File: config.mk
export PLATFORM = sky130hd
export DESIGN_NAME = svm_div
export DESIGN_NICKNAME = d
export VERILOG_FILES = /design/src/sv/svm_pkg.sv /design/src/sv/svm_div.sv
export SDC_FILE = /design/constraint.sdc
export NUM_CORES = 1
export LEC_CHECK = 0
export BUFFER_PORTS_ARGS = -buffer_cell sky130_fd_sc_hd__buf_2
export CAP_MARGIN = 0
export CORE_MARGIN = 5
export CORE_UTILIZATION = 59
export DETAILED_ROUTE_END_ITERATION = 8
export PLACE_DENSITY = 0.82
export SYNTH_ARGS = -nofsm -noshare
export SYNTH_HDL_FRONTEND = slang
export SYNTH_SLANG_ARGS = --single-unit
File: constraint.sdc
create_clock -name clk -period 7.85 [get_ports clk]
set_clock_uncertainty 0.15 [all_clocks]
set_input_delay 1.57 -clock clk [delete_from_list [all_inputs] [get_ports clk]]
set_output_delay 1.57 -clock clk [all_outputs]
set_load 0.02 [all_outputs]
File: src/sv/svm_pkg.sv
`timescale 1ns / 1ps

package svm_pkg;

	// store geometry
	localparam int VERTEX_COUNT     = 4096;
	localparam int MAX_COMPONENTS   = 4;
	localparam int FIELD_COMPONENTS = 4;
	localparam int LANES            = (MAX_COMPONENTS < FIELD_COMPONENTS) ?
		MAX_COMPONENTS : FIELD_COMPONENTS;
	localparam int ADDR_W           = (VERTEX_COUNT > 1) ? $clog2(VERTEX_COUNT) : 1;

	// field widths
	localparam int IDX_W   = 12;
	localparam int VAL_W   = 32;
	localparam int SUM_W   = 48;
	localparam int CNT_W   = 16;
	localparam int CFG_W   = 3;
	localparam int NCOMP_W = CFG_W;

	localparam logic [CFG_W-1:0] CFG_RESET = 3'd3;
	localparam logic [CNT_W-1:0] COUNT_MAX = '1;

	// divider runs one quotient bit per step
	localparam int DIV_STEPS = SUM_W;
	localparam int STEP_W    = $clog2(DIV_STEPS);

	typedef logic signed [SUM_W-1:0] sum_t;
	typedef logic signed [VAL_W-1:0] val_t;

	localparam sum_t SUM_MAX = {1'b0, {(SUM_W-1){1'b1}}};
	localparam sum_t SUM_MIN = {1'b1, {(SUM_W-1){1'b0}}};
	localparam val_t VAL_MAX = {1'b0, {(VAL_W-1){1'b1}}};
	localparam val_t VAL_MIN = {1'b1, {(VAL_W-1){1'b0}}};

	typedef enum logic {
		OP_ACCUM = 1'b0,
		OP_READ  = 1'b1
	} op_t;

	typedef enum logic [1:0] {
		ST_CLEAR,
		ST_RUN,
		ST_DIV
	} state_t;

	// one memory word per vertex: all component sums and the count
	typedef struct packed {
		sum_t [LANES-1:0]   sums;
		logic [CNT_W-1:0]   count;
	} entry_t;

	localparam int ENTRY_W = $bits(entry_t);

	// 48-bit add of a sign-extended component, clamped to the sum range
	function automatic sum_t sat_add(sum_t s, val_t v);
		logic [SUM_W:0] t;
		t = {s[SUM_W-1], s} + {{(SUM_W+1-VAL_W){v[VAL_W-1]}}, v};
		if (t[SUM_W] != t[SUM_W-1]) begin
			return t[SUM_W] ? SUM_MIN : SUM_MAX;
		end
		return sum_t'(t[SUM_W-1:0]);
	endfunction

	// components in use: zero acts as one, clamp to the lanes present
	function automatic logic [NCOMP_W-1:0] active_count(logic [CFG_W-1:0] c);
		logic [NCOMP_W-1:0] n;
		n = c;
		if (n == '0) begin
			n = NCOMP_W'(1);
		end
		if (n > NCOMP_W'(LANES)) begin
			n = NCOMP_W'(LANES);
		end
		return n;
	endfunction

endpackage

File: src/sv/svm_div.sv
`timescale 1ns / 1ps

module svm_div (
	input  logic                                             clk,
	input  logic                                             arst_n,
	input  logic                                             start,
	input  svm_pkg::sum_t [svm_pkg::FIELD_COMPONENTS-1:0]    dividend,
	input  logic [svm_pkg::CNT_W-1:0]                        divisor,
	output logic                                             done,
	output svm_pkg::val_t [svm_pkg::FIELD_COMPONENTS-1:0]    quot
);

	import svm_pkg::*;

	localparam logic [SUM_W-1:0] POS_LIM = SUM_W'(2**(VAL_W-1)-1);
	localparam logic [SUM_W-1:0] NEG_LIM = POS_LIM + SUM_W'(1);

	logic [SUM_W-1:0] work_q  [FIELD_COMPONENTS];
	logic [CNT_W-1:0] rem_q   [FIELD_COMPONENTS];
	logic [SUM_W-1:0] work_nx [FIELD_COMPONENTS];
	logic [CNT_W-1:0] rem_nx  [FIELD_COMPONENTS];
	logic [SUM_W-1:0] neg_mag [FIELD_COMPONENTS];
	logic [FIELD_COMPONENTS-1:0] neg_q;
	logic [CNT_W-1:0] dsr_q;
	logic [STEP_W-1:0] step_q;
	logic run_q;
	logic done_q;

	// step control
	always_ff @(posedge clk or negedge arst_n) begin
		if (!arst_n) begin
			run_q  <= 1'b0;
			done_q <= 1'b0;
			step_q <= '0;
		end else begin
			done_q <= 1'b0;
			if (start) begin
				run_q  <= 1'b1;
				step_q <= '0;
			end else if (run_q) begin
				step_q <= step_q + STEP_W'(1);
				if (step_q == STEP_W'(DIV_STEPS-1)) begin
					run_q  <= 1'b0;
					done_q <= 1'b1;
				end
			end
		end
	end

	// one restoring step per lane on magnitudes
	always_comb begin
		logic [CNT_W:0] trial;
		logic ge;
		for (int k = 0; k < FIELD_COMPONENTS; k++) begin
			trial = {rem_q[k], work_q[k][SUM_W-1]};
			ge = (trial >= {1'b0, dsr_q});
			rem_nx[k] = ge ? CNT_W'(trial - {1'b0, dsr_q}) : trial[CNT_W-1:0];
			work_nx[k] = {work_q[k][SUM_W-2:0], ge};
		end
	end

	// lane registers: load magnitudes, then shift quotient bits in
	always_ff @(posedge clk) begin
		if (start) begin
			dsr_q <= divisor;
			for (int k = 0; k < FIELD_COMPONENTS; k++) begin
				neg_q[k]  <= dividend[k][SUM_W-1];
				rem_q[k]  <= '0;
				work_q[k] <= dividend[k][SUM_W-1] ? SUM_W'(-dividend[k]) :
					SUM_W'(dividend[k]);
			end
		end else if (run_q) begin
			for (int k = 0; k < FIELD_COMPONENTS; k++) begin
				rem_q[k]  <= rem_nx[k];
				work_q[k] <= work_nx[k];
			end
		end
	end

	// restore sign and clamp to 32 bits
	always_comb begin
		for (int k = 0; k < FIELD_COMPONENTS; k++) begin
			neg_mag[k] = SUM_W'(-work_q[k]);
			if (neg_q[k]) begin
				quot[k] = (work_q[k] > NEG_LIM) ? VAL_MIN : val_t'(neg_mag[k][VAL_W-1:0]);
			end else begin
				quot[k] = (work_q[k] > POS_LIM) ? VAL_MAX : val_t'(work_q[k][VAL_W-1:0]);
			end
		end
	end

	assign done = done_q;

endmodule

==> results.toml <==
[timing]
slew-limit-headroom_pct = 15.8
hold_viol = 0
max_freq_mhz = 165
maxSlewViolCount = 0
tns_ns = 0
period_share_pct = 77.0
rsz0062_at_grt = "false"
period_needed_ns = 6.05
worst_pin_slew_ns = 1.26
setup_viol = 0

[worst_setup_path]
cp_slowest_cell = "or2_1"
arrival_ns = 4.33
crit_type = "register to output port"
critPathMaxStageDelay_ns = 0.58
worstPathRequired_ns = 6.13
path_max_fanout = 31
cp-start-kind = "register"
endpoint_kind = "output port"
crit_path_cell_trace = "inv_1, ha_1, or3b_2, nor4_1, nand4b_1, a21o_1, or2_1, o311ai_0, buf_2"
cp_top_family = "simple AND/OR/NAND/NOR gates"
path_buf_inv = 2

[final_layout]
nFillCells = 3264
nets = 3231
multiInputGateArea_um2 = 13700
seq_area_um2 = 8490
syn2layout_area_growth_pct = 12.9
layout-drive-gt1-share_pct = 15.5

[placed_design]
place_congestion = 0.965
dp_hpwl_um = 49500
io_buffers = 339

[clock_network]
root_buffer = "clkbuf_16"
cts_sinks = 284
clock_latency_ns = 0.58
clk_pin_slew_ns = 0.06
cts_hold_buf = 0
clock_path_buffers = 3
cts_tree = "yes"
cts_max_level = 1
post_cts_buffers = 0
cts_buffers = 31
ctsResizeCount = 0

[synthesis]
avgSynthCellArea_um2 = 8.51
yosysTopAreaCellShare_pct = 36.1
synth_top_family_by_area = "compound AO/OA/AOI/OAI gates"
ys_ff_latch = 284
synth_compound_area_share_pct = 22.6
synth-edff-count = 276
yosysTopAreaCell = "edfxtp_1"
dominantRegCellSynth = "edfxtp_1"
synth_mux_area_share_pct = 1.97
syn_nets = 2987
async_flop_share_pct = 2.82
syn-cell-area_um2 = 23000
seq_area_frac_synth_pct = 36.9
synth.distinct_cells = 83
yosys_warnings = 0
synthTopCellsByArea = "edfxtp_1 36%, xor2_1 6.9%, o21ai_0 6.5%"
synthAdderAreaFrac_pct = 4.32
yosys.area_share.simple_pct = 21.6
synth-xor-area-share_pct = 8.77
synth_cells = 2699

[route]
drc = 3
num_vias = 22500
ant_nets = 0
drt_iter0_markers = 2411
drtPass1Iterations = 8
wl_um = 67800
vias_per_cell = 6.44
post_drt_wl_per_cell_um = 19.4

[floorplanning]
core_area_um2 = 38600
die_height_um = 207
die_w_um = 207
pin_count = 340
fp.dieArea_um2 = 43000
placementRows = 72
initial_core_util_pct = 59.6

[global_route]
overflow = 0
first_global_vias = 21400
grt_max_degree = 132
antenna_found_initial = 4
grt_pass1_wl_um = 109000
grt.total_usage_pct = 29.7

[power]
p_per_area_nw_per_um2 = 199
peakVddDrop_v = 0.000166
p_total_w = 0.00516
p_leak_nw = 10.1

[hold_path]
hold_path_class = "register to register"

[job]
drv_cap = 0

[status]
outcome = "finished with violations"
failed_checks = "design-rule violations"
[cells in the final DEF, fill, tap and decap left out, drive strengths merged, types with 17 or more instances in the layout]
cell type	netlist	routed
buf	16	354
nand2	351	351
o21ai	308	308
edfxtp	276	276
nor2	229	229
xor2	180	180
a21oi	147	147
inv	87	88
nor3	87	87
ha	73	73
o31ai	70	70
o311ai	69	69
nor4	56	56
or4	56	56
nand3	54	54
or3	54	54
xnor2	50	50
clkbuf	127	45
mux2i	44	44
o41ai	40	40
or2	31	31
a21o	25	25
nand4	24	24
o21a	21	21
a211oi	20	20
nor2b	18	18
nand2b	18	18
o22a	17	17
[worst register-to-register path, stage by stage (launching register included)]
cell and delay (ns):
edfxtp_1 0.37, inv_1 0.46, ha_1 0.35, nand2b_1 0.14, a211oi_1 0.15, o21ai_0 0.27, nand3_1 0.18, a211oi_4 0.66
buf_4 0.34, mux2i_1 0.30, nor2_1 0.06
[final cells by class]
class	instances	area share, %
inverters	87	1.29
clock buffers	45	3.31
diodes	4	0.0386
multi-input cells	2185	52.7
clock inverters	12	0.454
flip-flops and latches	284	32.7
repair buffers	354	7.03
well taps	518	2.50
[power breakdown]
group | switching, W | internal, W | leakage [nW]
Combinational | 0.000959 | 0.000624 | 6.45
Sequential | 0.000214 | 0.00192 | 3.17
Clock | 0.000615 | 0.000821 | 0.476
[layer usage]
layer | up-vias | global-route usage (%) | share of wire [%] | wire (um)
met5 | - | 0 | 0.090 | 61
met4 | 8 | 9.48 | 3.1 | 2110
met3 | 176 | 4.56 | 8.2 | 5540
met2 | 1060 | 49.5 | 47 | 32100
met1 | 10600 | 40.1 | 41 | 28000
li1 | 10600 | - | - | -
[state kept, by name, summed over array words and instances, names as in the netlist]
name,flops
work_q,192
step_q,6
rem_q,64
run_q,1
dsr_q,16
neg_q,4
done,1
[through the flow]
stage | hold slack [ns] | instances | setup slack [ns] | instance area, um2 | utilization, %
final | 0.405 | 3489 | 1.80 | 25900 | 67.3
after global routing | 0.442 | 3485 | 1.59 | 25900 | 67.2
after CTS | 0.406 | 3485 | 1.85 | 25900 | 67.2
after detailed placement | 0.389 | 3428 | 2.47 | 24900 | 64.7
after global placement | 0.383 | 3428 | 2.54 | 24900 | 64.7
after floorplan | 0.363 | 2699 | 0.221 | 23000 | -
[synthesized netlist by cell type, drive strengths merged (24+ instances only)]
library cell	n
nand2	351
o21ai	308
edfxtp	276
nor2	229
xor2	180
a21oi	147
clkbuf	127
inv	87
nor3	87
ha	73
o31ai	70
o311ai	69
nor4	56
or4	56
nand3	54
or3	54
xnor2	50
mux2i	44
o41ai	40
or2	31
a21o	25
nand4	24
[cells by family after synthesis]
kind of cell / count (synthesis)
xor gates and xnor gates: 230
DFF: 284
buffers and inverters: 230
and+or+nand+nor: 1022
adders and majority gates: 77
muxes: 45
AOI/OAI and AO/OA: 811
[path summary, 6_finish.rpt]
path | end | slack, ns | start | cells after the start
setup / recovery | quot[114] | 1.80 | work_q[0][145] | 9
min in group asynchronous | done | 0.68 | arst_n | 1
hold / removal | work_q[0][40] | 0.41 | work_q[0][39] | 2
hold reg to reg | work_q[0][40] | 0.41 | work_q[0][39] | 2
setup reg to reg | rem_q[3][2] | 4.16 | dsr_q[1] | 10
max in group asynchronous | step_q[1] | 6.71 | arst_n | 1
Note: power is estimated with default switching activity, not from simulation.
