`src/sv/svm_ram.sv`:
```
`timescale 1ns / 1ps

module svm_ram #(
	parameter int WIDTH = 8,
	parameter int DEPTH = 16
) (
	input  logic                                      clk,
	input  logic                                      we,
	input  logic [((DEPTH > 1) ? $clog2(DEPTH) : 1)-1:0] waddr,
	input  logic [WIDTH-1:0]                          wdata,
	input  logic [((DEPTH > 1) ? $clog2(DEPTH) : 1)-1:0] raddr,
	output logic [WIDTH-1:0]                          rdata
);

	logic [WIDTH-1:0] mem [DEPTH];

	// one write port, one registered read port, read returns old data
	always_ff @(posedge clk) begin
		if (we) begin
			mem[waddr] <= wdata;
		end
		rdata <= mem[raddr];
	end

endmodule

```
`config.mk`:
```
export PLATFORM = sky130hd
export DESIGN_NAME = svm_ram
export DESIGN_NICKNAME = d
export VERILOG_FILES = /design/src/sv/svm_ram.sv
export SDC_FILE = /design/constraint.sdc
export NUM_CORES = 1
export LEC_CHECK = 0
export BUFFER_PORTS_ARGS = -buffer_cell sky130_fd_sc_hd__buf_2
export CAP_MARGIN = 30
export CORE_ASPECT_RATIO = 2
export CORE_MARGIN = 3
export CORE_UTILIZATION = 44
export CTS_BUF_LIST = sky130_fd_sc_hd__clkbuf_8 sky130_fd_sc_hd__clkbuf_16
export CTS_CLUSTER_DIAMETER = 100
export DETAILED_ROUTE_END_ITERATION = 8
export PLACE_DENSITY = 0.57
export SKIP_CTS_REPAIR_TIMING = 1
export SYNTH_ARGS = -nofsm -noshare
export SYNTH_HDL_FRONTEND = slang
export SYNTH_SLANG_ARGS = --single-unit
```
`constraint.sdc`:
```
create_clock -name clk -period 3.93 [get_ports clk]
set_input_delay 0.786 -clock clk [delete_from_list [all_inputs] [get_ports clk]]
set_output_delay 0.786 -clock clk [all_outputs]
set_load 0.1 [all_outputs]
```
==> insert_results.sql, run 1 <==
INSERT INTO impl_metrics (metric_group, metric, value, unit) VALUES
('synthesis', 'synth.yosys.seq_area_share', '77.8', '%'),
('routing', 'vias', '2314', ''),
('timing', 'setup_repair_after_global_routing_missed_its_margin', 'false', ''),
('synthesis', 'synthSimpleGateAreaFrac', '3.18', '%'),
('global_route', 'first_global_vias', '2577', ''),
('timing', 'timing_worst_slew_pin_value', '0.966', 'ns'),
('timing', 'timing.final.crit_share', '50.7', '%'),
('worst_setup_path', 'worst-r2r-setup-slack', '2.54', 'ns'),
('cells_and_area', 'finish.utilization', '52.8', '%'),
('synthesis', 'mappedNetlistNets', '247', ''),
('floorplan', 'placementRows', '55', ''),
('floorplan', 'io_pins', '26', ''),
('place', 'io_buffers', '25', ''),
('global_route', 'antenna_found_initial', '0', ''),
('run', 'drv_cap', '0', ''),
('min_path', 'holdCritStartpoint', 'mem[12][1]', ''),
('cells_and_area', 'finish.instance_area', '6000', 'sq um'),
('timing', 'fmaxAchievable', '0.502', 'GHz'),
('timing', 'timing.final.setup_violations', '0', ''),
('synthesis', 'yosys_warnings', '0', ''),
('synthesis', 'ys_top_cells_by_area', 'edfxtp_1 75%, mux4_2 7.9%, mux4_1 7.1%, dfxtp_1 3.1%, a22oi_1 2.3%', ''),
('worst_setup_path', 'path_buf_inv', '1', ''),
('cells_and_area', 'multi_input_comb_area', '1060', 'sq um'),
('place', 'finalWeightedCongestion', '0.752', ''),
('synthesis', 'yosys-mux-area-fraction', '15.0', '%'),
('timing', 'timing.final.max_slew_violations', '0', ''),
('min_path', 'min_path_cells', '3', ''),
('worst_setup_path', 'worstSetupStartpointType', 'primary input', ''),
('clocking', 'tritoncts', 'done', ''),
('synthesis', 'syn-cell-area', '5150', 'sq um'),
('synthesis', 'ys_dominant_reg_cell', 'edfxtp_1', ''),
('routing', 'detail_route.wirelength', '9.95', 'mm'),
('clocking', 'cts_inserted_buffers', '17', ''),
('place', 'postPlaceCellArea', '5410', 'sq um'),
('min_path', 'hold_end', 'rdata[1]', ''),
('synthesis', 'synthDistinctLibCells', '19', ''),
('clocking', 'insertion_delay', '0.41', 'ns'),
('synthesis', 'postSynthCellCount', '229', ''),
('worst_setup_path', 'worst_r2r_path_depth', '3', ''),
('pwr', 'power.switching', '0.722', 'mW'),
('cells_and_area', 'most_common_cell_after_layout_fill_and_taps_aside', 'edfxtp_1', ''),
('cells_and_area', 'fill_cells', '891', ''),
('worst_setup_path', 'crit_path_class', 'in -> reg', ''),
('timing', 'final_hold_viol_count', '0', ''),
('worst_setup_path', 'cp_cell_sequence', 'buf_2, or3b_2, nor2_1', ''),
('routing', 'route.top_layer_used', 'met4', ''),
('clocking', 'cts_htree_levels', '4', ''),
('cells_and_area', 'drive_above_1_share', '28.5', '%'),
('worst_setup_path', 'worstPathMaxFanout', '8', ''),
('floorplan', 'die_x', '82.5', 'um'),
('routing', 'initialDrtViolationCount', '129', ''),
('synthesis', 'netlist.top_cell.by_area', 'edfxtp_1', ''),
('synthesis', 'synth-edff-count', '128', ''),
('cells_and_area', 'insertedDiodeCount', '0', ''),
('pwr', 'sequentialPowerShare', '48.5', '%'),
('global_route', 'grtUsageTotal', '17.2', '%'),
('synthesis', 'synth.ff_latch_count', '136', ''),
('cells_and_area', 'ff_latch_area', '4000', 'sq um'),
('global_route', 'wire_length_of_the_first_global_routing_pass', '15.2', 'mm'),
('worst_setup_path', 'worstReg2RegStart', 'mem[5][2]', ''),
('cells_and_area', 'mostFrequentLayoutCells', '128 x edfxtp_1, 25 x buf_2, 18 x mux4_2', ''),
('global_route', 'largest_net_degree_at_the_start_of_global_routing', '33', ''),
('outcome', 'status', 'finished, final reports clean', ''),
('floorplan', 'coreArea', '11400', 'sq um'),
('worst_setup_path', 'critical-path-top-delay-family', 'simple AND/OR/NAND/NOR gates', ''),
('routing', 'met3WireLength', '335', 'um'),
('synthesis', 'combinational_family_with_the_most_area_after_synthesis', 'multiplexers', ''),
('pwr', 'fraction_of_power_spent_switching_nets', '21.4', '%'),
('routing', 'met2WireLength', '5.65', 'mm'),
('pwr', 'comb_power_share', '6.3', '%'),
('floorplan', 'die_area', '13100', 'sq um');
cell families (layout without fill, tap and decap cells):
| kind of cell | count (synthesis) | in the layout |
|---|---|---|
| DFF | 136 | 136 |
| and+or+nand+nor | 35 | 35 |
| muxes | 32 | 32 |
| AOI/OAI and AO/OA | 16 | 16 |
| buffers and inverters | 10 | 62 |
stage by stage:
step                worst slack, ns  instances  total power, mW  hold WS, ns
global placement               1.57        391             1.87        0.663
detailed placement             1.52        391             1.88        0.658
CTS                            1.94        423             3.40        0.670
finish                         1.94        423             3.36        0.670
floorplan                      1.65        229             1.81        0.629
global route                   1.89        423             3.48        0.700
tightest hold or removal path, cell delays in order (launching register included):
cell      delay (ns)
edfxtp_1        0.32
mux4_2          0.22
a22oi_1         0.06
nand2_1         0.05
worst max-delay path by stage:
stage,start,to,slack (ns),cells past startpoint
floorplan,waddr[2],mem[0][0],1.65,2
global placement,raddr[1],rdata[5],1.57,4
detailed placement,waddr[2],mem[1][1],1.52,3
CTS,rdata[7],rdata[7],1.94,1
global route,waddr[2],mem[1][5],1.89,3
finish,waddr[2],mem[1][3],1.94,3
power by group through the flow:
stage	Clock, mW	Combinational (mW)	Sequential (mW)
floorplan	0	0.0823	1.73
global placement	0	0.213	1.66
detailed placement	0	0.215	1.66
CTS	1.55	0.216	1.63
global route	1.62	0.226	1.63
finish	1.52	0.211	1.63
area by class of cell:
cell class,instances,area share [%]
Tap cell,142,2.96
Sequential cell,136,66.8
Multi-Input combinational cell,83,17.6
Clock inverter,13,2.17
Timing Repair Buffer,30,2.92
Clock buffer,19,7.55
synthesized netlist by cell type, types with 2 or more instances:
master	number
nor3_1	4
nand2_1	9
buf_2	3
nor2_1	13
nand2b_1	2
nand3b_1	2
edfxtp_1	128
mux4_2	18
clkdlybuf4s25_2	3
a22oi_1	16
buf_6	3
dfxtp_1	8
mux4_1	14
state kept, by name, summed over array words and instances, names as in the netlist:
signal and count:
mem 128, rdata 8
routing by layer:
metal | up-vias | global-route usage (%)
met3 | 7 | 4.70
met4 | 0 | 6.81
met2 | 58 | 28.5
met5 | - | 0
li1 | 1051 | -
met1 | 1198 | 20.6
No activity file was read; power rests on OpenSTA's default activity.
==> inputs of run 2 (changes only) <==
==> constraint.sdc (replaced) <==
create_clock -name clk -period 1.85 [get_ports clk]
set_input_delay 0.37 -clock clk [delete_from_list [all_inputs] [get_ports clk]]
set_output_delay 0.37 -clock clk [all_outputs]
set_load 0.1 [all_outputs]
==> insert_results.sql, run 2 (synthesized netlist as in run 1, its figures left out) <==
INSERT INTO impl_metrics (metric_group, metric, value, unit) VALUES
('clocking', 'cts_inserted_buffers', '17', ''),
('global_route', 'first_global_vias', '2657', ''),
('timing', 'tns', '0', 'ns'),
('pwr', 'sequentialPowerShare', '48.2', '%'),
('routing', 'met3WireLength', '303', 'um'),
('floorplan', 'die_x', '82.5', 'um'),
('timing', 'timing_worst_slew_pin_value', '0.495', 'ns'),
('pwr', 'ir_worst_vdd', '0.000769', 'V'),
('pwr', 'p_int', '5.58', 'mW'),
('cells_and_area', 'largest-register', 'mem', ''),
('cells_and_area', 'design.final.nets', '308', ''),
('global_route', 'gr-total-overflow', '0', ''),
('worst_setup_path', 'slowest_stage', 'buf_2', ''),
('clocking', 'clockRootBuffer', 'clkbuf_16', ''),
('cells_and_area', 'area.growth.synth_to_final', '20.2', '%'),
('worst_setup_path', 'critical-path-top-delay-family', 'buffers and inverters', ''),
('cells_and_area', 'most_common_cell_after_layout_fill_and_taps_aside', 'edfxtp_1', ''),
('routing', 'vias', '2428', ''),
('floorplan', 'placementRows', '55', ''),
('place', 'detailed_place_hpwl', '7.04', 'mm'),
('cells_and_area', 'biggest_regs', 'mem x128, rdata x8', ''),
('global_route', 'antenna_found_initial', '0', ''),
('routing', 'route.top_layer_used', 'met4', ''),
('floorplan', 'coreArea', '11400', 'sq um'),
('cells_and_area', 'fill_cells', '897', ''),
('cells_and_area', 'finish.utilization', '54.5', '%'),
('routing', 'detail_route.wirelength', '10.2', 'mm'),
('timing', 'timing.clock.skew', '0.00491', 'ns'),
('timing', 'timing.final.setup_violations', '0', ''),
('global_route', 'grtUsageTotal', '17.7', '%'),
('floorplan', 'die_h', '159', 'um'),
('clocking', 'cts_htree_levels', '4', ''),
('clocking', 'cts_sinks', '136', ''),
('run', 'drv_cap', '0', ''),
('pwr', 'pwr_density_cell', '1160', 'nW/um^2'),
('timing', 'period_needed', '1.59', 'ns'),
('worst_setup_path', 'cp_cell_sequence', 'buf_2', ''),
('clocking', 'insertion_delay', '0.41', 'ns'),
('global_route', 'largest_net_degree_at_the_start_of_global_routing', '18', ''),
('routing', 'post_drt_wl_per_cell', '23.0', 'um'),
('pwr', 'leakage', '2.13', 'nW'),
('pwr', 'power.switching', '1.61', 'mW'),
('floorplan', 'die_area', '13100', 'sq um'),
('routing', 'initialDrtViolationCount', '182', ''),
('pwr', 'p_clk_share', '45.1', '%'),
('clocking', 'clk_transition_reported_paths', '0.06', 'ns'),
('timing', 'worst_slew_margin_rel', '67.2', '%'),
('worst_setup_path', 'worstPathMaxFanout', '1', ''),
('place', 'finalWeightedCongestion', '0.774', ''),
('worst_setup_path', 'crit_path_class', 'reg -> out', ''),
('worst_setup_path', 'required', '1.48', 'ns'),
('worst_setup_path', 'path_buf_inv', '1', ''),
('cells_and_area', 'largest_register_ff_count', '128', ''),
('min_path', 'hold_path.class', 'in -> reg', ''),
('clocking', 'tritoncts', 'done', ''),
('global_route', 'wire_length_of_the_first_global_routing_pass', '15.8', 'mm'),
('cells_and_area', 'insertedDiodeCount', '0', ''),
('routing', 'drc', '0', ''),
('floorplan', 'io_pins', '26', ''),
('routing', 'avgViaCountPerCell', '5.46', ''),
('floorplan', 'initial_core_util', '45.3', '%'),
('pwr', 'fraction_of_power_spent_switching_nets', '22.4', '%'),
('worst_setup_path', 'endpoint_class_of_the_critical_path', 'output pin', ''),
('timing', 'timing.final.crit_share', '85.8', '%'),
('routing', 'met2WireLength', '5.85', 'mm'),
('timing', 'fmaxAchievable', '0.630', 'GHz'),
('pwr', 'comb_power_share', '6.6', '%'),
('timing', 'setup_repair_after_global_routing_missed_its_margin', 'false', ''),
('routing', 'wl_met1', '3.87', 'mm'),
('routing', 'dr.pass1.iters', '4', ''),
('cells_and_area', 'drive_above_1_share', '33.7', '%'),
('worst_setup_path', 'worstSetupStartpointType', 'flop', ''),
('clocking', 'cts_buffer_depth', '2', ''),
('place', 'io_buffers', '25', ''),
('worst_setup_path', 'critical-path-max-stage-delay', '0.45', 'ns'),
('worst_setup_path', 'critical_path_arrival', '1.22', 'ns'),
('timing', 'final_hold_viol_count', '0', ''),
('outcome', 'status', 'finished, final reports clean', ''),
('routing', 'detail-route-antenna-nets', '0', ''),
('timing', 'timing.final.max_slew_violations', '0', ''),
('cells_and_area', 'mostFrequentLayoutCells', '128 x edfxtp_1, 25 x buf_2, 24 x buf_4', '');
[run 2: power by group through the flow]
stage | clock network (mW) | registers [mW] | logic, mW
after floorplan | 0 | 3.67 | 0.175
after global routing | 3.42 | 3.47 | 0.507
final | 3.24 | 3.47 | 0.477
after detailed placement | 0 | 3.53 | 0.484
after global placement | 0 | 3.53 | 0.478
after CTS | 3.29 | 3.47 | 0.486
[run 2: cell type report]
cell class	instances	area, sq um	area share [%]
flip-flops and latches	136	4000	64.7
multi-input cells	83	1060	17.2
well taps	142	178	2.87
repair buffers	52	365	5.90
clock inverters	15	153	2.47
clock buffers	17	425	6.88
[run 2: metal layers]
| layer | up-vias | track usage [%] |
|---|---|---|
| met2 | 53 | 30.2 |
| met5 | - | 0 |
| met1 | 1267 | 20.5 |
| met3 | 13 | 4.25 |
| li1 | 1095 | - |
| met4 | 0 | 7.49 |
[run 2: metrics by stage]
step | cells | power [mW] | cell area, sq um | setup slack [ns] | hold WS [ns]
floorplan | 229 | 3.85 | 5150 | 0.214 | 0.469
detailed placement | 413 | 4.02 | 5610 | 0.0399 | 0.662
global placement | 413 | 4.01 | 5610 | 0.0334 | 0.648
CTS | 445 | 7.24 | 6190 | 0.241 | 0.331
finish | 445 | 7.19 | 6190 | 0.262 | 0.344
global route | 445 | 7.40 | 6190 | 0.232 | 0.338
[run 2: final timing paths]
check        startpoint    endpoint  slack, ns  cells past startpoint
max reg2reg   mem[2][0]    rdata[0]       0.48                      3
min reg2reg   mem[4][3]    rdata[3]       0.67                      3
max            rdata[6]    rdata[6]       0.26                      1
min            wdata[6]  mem[12][6]       0.34                      1
==> inputs of run 3 (changes only) <==
--- a/config.mk
+++ b/config.mk
@@ -7,7 +7,7 @@
 export LEC_CHECK = 0
 export BUFFER_PORTS_ARGS = -buffer_cell sky130_fd_sc_hd__buf_2
 export CAP_MARGIN = 30
-export CORE_ASPECT_RATIO = 2
+export CORE_ASPECT_RATIO = 0.6
 export CORE_MARGIN = 3
 export CORE_UTILIZATION = 44
 export CTS_BUF_LIST = sky130_fd_sc_hd__clkbuf_8 sky130_fd_sc_hd__clkbuf_16
==> insert_results.sql, run 3 (synthesized netlist as in run 1, its figures left out) <==
INSERT INTO impl_metrics (metric_group, metric, value, unit) VALUES
('pwr', 'fraction_of_power_spent_switching_nets', '21.3', '%'),
('place', 'io_buffers', '25', ''),
('min_path', 'min_path_cells', '1', ''),
('routing', 'detail-route-antenna-nets', '0', ''),
('routing', 'drc', '0', ''),
('timing', 'setup_ws', '0.294', 'ns'),
('worst_setup_path', 'endpoint_class_of_the_critical_path', 'output pin', ''),
('cells_and_area', 'biggest_regs', 'mem x128, rdata x8', ''),
('routing', 'initialDrtViolationCount', '159', ''),
('cells_and_area', 'finish.instance_area', '6150', 'sq um'),
('global_route', 'grtUsageTotal', '16.5', '%'),
('cells_and_area', 'most_common_cell_after_layout_fill_and_taps_aside', 'edfxtp_1', ''),
('routing', 'post_drt_wl_per_cell', '22.1', 'um'),
('worst_setup_path', 'slowest_stage', 'buf_2', ''),
('place', 'finalWeightedCongestion', '0.750', ''),
('pwr', 'pwr_density_cell', '1160', 'nW/um^2'),
('pwr', 'sequentialPowerShare', '48.7', '%'),
('timing', 'tns', '0', 'ns'),
('clocking', 'cts_inserted_buffers', '17', ''),
('timing', 'final_hold_viol_count', '0', ''),
('cells_and_area', 'insertedDiodeCount', '0', ''),
('clocking', 'clk_transition_reported_paths', '0.06', 'ns'),
('worst_setup_path', 'critical-path-top-delay-family', 'buffers and inverters', ''),
('clocking', 'cts_htree_levels', '4', ''),
('pwr', 'p_int', '5.61', 'mW'),
('worst_setup_path', 'critical_path_arrival', '1.19', 'ns'),
('floorplan', 'die_x', '146', 'um'),
('pwr', 'leakage', '2.11', 'nW'),
('cells_and_area', 'area.growth.synth_to_final', '19.4', '%'),
('worst_setup_path', 'worstSetupStartpointType', 'flop', ''),
('place', 'postPlaceCellArea', '5580', 'sq um'),
('timing', 'final.hold.worst_slack', '0.343', 'ns'),
('place', 'place_ws', '0.0696', 'ns'),
('timing', 'worst_slew_margin_rel', '40.6', '%'),
('cells_and_area', 'design.final.nets', '304', ''),
('global_route', 'largest_net_degree_at_the_start_of_global_routing', '19', ''),
('worst_setup_path', 'worst-r2r-setup-slack', '0.52', 'ns'),
('routing', 'detail_route.wirelength', '10.0', 'mm'),
('timing', 'timing.clock.skew', '0.0115', 'ns'),
('cells_and_area', 'largest_register_ff_count', '128', ''),
('clocking', 'insertion_delay', '0.41', 'ns'),
('routing', 'vias', '2427', ''),
('floorplan', 'initial_core_util', '46.8', '%'),
('global_route', 'antenna_found_initial', '0', ''),
('global_route', 'first_global_vias', '2568', ''),
('pwr', 'p_clk_share', '44.8', '%'),
('timing', 'period_needed', '1.56', 'ns'),
('cells_and_area', 'drive_above_1_share', '32.2', '%'),
('floorplan', 'die_h', '89.8', 'um'),
('floorplan', 'coreArea', '11000', 'sq um'),
('floorplan', 'placementRows', '29', ''),
('floorplan', 'io_pins', '26', ''),
('clocking', 'cts_buffer_depth', '2', ''),
('worst_setup_path', 'worst_r2r_path_depth', '3', ''),
('place', 'detailed_place_hpwl', '6.52', 'mm'),
('pwr', 'ir_worst_vdd', '0.000624', 'V'),
('worst_setup_path', 'worstReg2RegStart', 'mem[10][3]', ''),
('routing', 'avgViaCountPerCell', '5.36', ''),
('timing', 'setup_repair_after_global_routing_missed_its_margin', 'false', ''),
('pwr', 'power.total', '7.12', 'mW'),
('min_path', 'hold_path.class', 'in -> reg', ''),
('timing', 'fmaxAchievable', '0.643', 'GHz'),
('floorplan', 'die_area', '13100', 'sq um'),
('clocking', 'tritoncts', 'done', ''),
('outcome', 'status', 'finished, final reports clean', ''),
('cells_and_area', 'largest-register', 'mem', ''),
('min_path', 'hold_end', 'mem[6][5]', ''),
('clocking', 'clockRootBuffer', 'clkbuf_16', ''),
('pwr', 'power.switching', '1.52', 'mW'),
('timing', 'timing.final.crit_share', '84.1', '%'),
('worst_setup_path', 'crit_path_class', 'reg -> out', ''),
('worst_setup_path', 'worstPathMaxFanout', '1', ''),
('pwr', 'comb_power_share', '6.6', '%'),
('routing', 'dr.pass1.iters', '4', ''),
('worst_setup_path', 'cp_cell_sequence', 'buf_2', ''),
('cells_and_area', 'mostFrequentLayoutCells', '128 x edfxtp_1, 25 x buf_2, 21 x buf_4', ''),
('global_route', 'gr-total-overflow', '0', ''),
('timing', 'timing_worst_slew_pin_value', '0.889', 'ns'),
('clocking', 'cts_sinks', '136', ''),
('worst_setup_path', 'critical-path-max-stage-delay', '0.44', 'ns'),
('global_route', 'wire_length_of_the_first_global_routing_pass', '15.5', 'mm'),
('min_path', 'holdCritStartpoint', 'wdata[5]', ''),
('worst_setup_path', 'path_buf_inv', '1', ''),
('run', 'drv_cap', '0', ''),
('timing', 'timing.final.setup_violations', '0', ''),
('worst_setup_path', 'end_of_the_worst_register_to_register_path', 'rdata[3]', ''),
('worst_setup_path', 'required', '1.48', 'ns'),
('timing', 'timing.final.max_slew_violations', '0', '');
run 3: changes by cell type in the layout (fill, tap and decap cells not counted):
cell	change
buf_4	-3
clkinv_2	+3
clkinv_4	-3
inv_6	-3
clkbuf_8	+2
inv_1	+2
buf_12	-1
clkinv_1	-1
clkinvlp_4	-1
run 3: routing by layer:
metal | track usage [%] | up-vias | routed length, um
met5 | 0 | - | 0
met4 | 6.71 | 0 | 70
met3 | 4.72 | 6 | 634
met2 | 23.5 | 72 | 4520
met1 | 24.1 | 1255 | 4780
li1 | - | 1094 | -
run 3: cell type report:
cell class / instances / area [sq um]
Fill cell: 824 / 4850
Sequential cell: 136 / 4000
Multi-Input combinational cell: 83 / 1060
Clock buffer: 19 / 453
Timing Repair Buffer: 48 / 323
Tap cell: 155 / 194
Clock inverter: 12 / 111
run 3: how the worst max path moves through the flow:
stage	from	to	slack [ns]	depth (start not counted)
after floorplan	waddr[2]	mem[3][0]	0.21	2
after global placement	raddr[0]	rdata[3]	0.1	5
after detailed placement	raddr[0]	rdata[3]	0.07	5
after CTS	rdata[6]	rdata[6]	0.27	1
after global routing	rdata[6]	rdata[6]	0.26	1
final	rdata[6]	rdata[6]	0.29	1
run 3: worst reg2reg max path: stages, from the launching register on:
cell and delay, ns:
edfxtp_1 0.36, mux4_1 0.49, a22oi_1 0.22, nand2_1 0.13
run 3: stage by stage:
| step | utilization (%) | cells |
|---|---|---|
| after floorplan | - | 229 |
| after global placement | 50.8 | 422 |
| after detailed placement | 50.8 | 422 |
| after CTS | 55.9 | 453 |
| after global routing | 55.9 | 453 |
| final | 55.9 | 453 |
run 3: power by group through the flow:
| stage | Sequential, mW | Combinational, mW | Clock [mW] |
|---|---|---|---|
| 5_1_grt | 3.47 | 0.499 | 3.41 |
| 2_1_floorplan | 3.67 | 0.175 | 0 |
| 3_3_place_gp | 3.53 | 0.468 | 0 |
| 4_1_cts | 3.47 | 0.476 | 3.26 |
| 3_5_place_dp | 3.53 | 0.474 | 0 |
| 6_report | 3.47 | 0.469 | 3.19 |
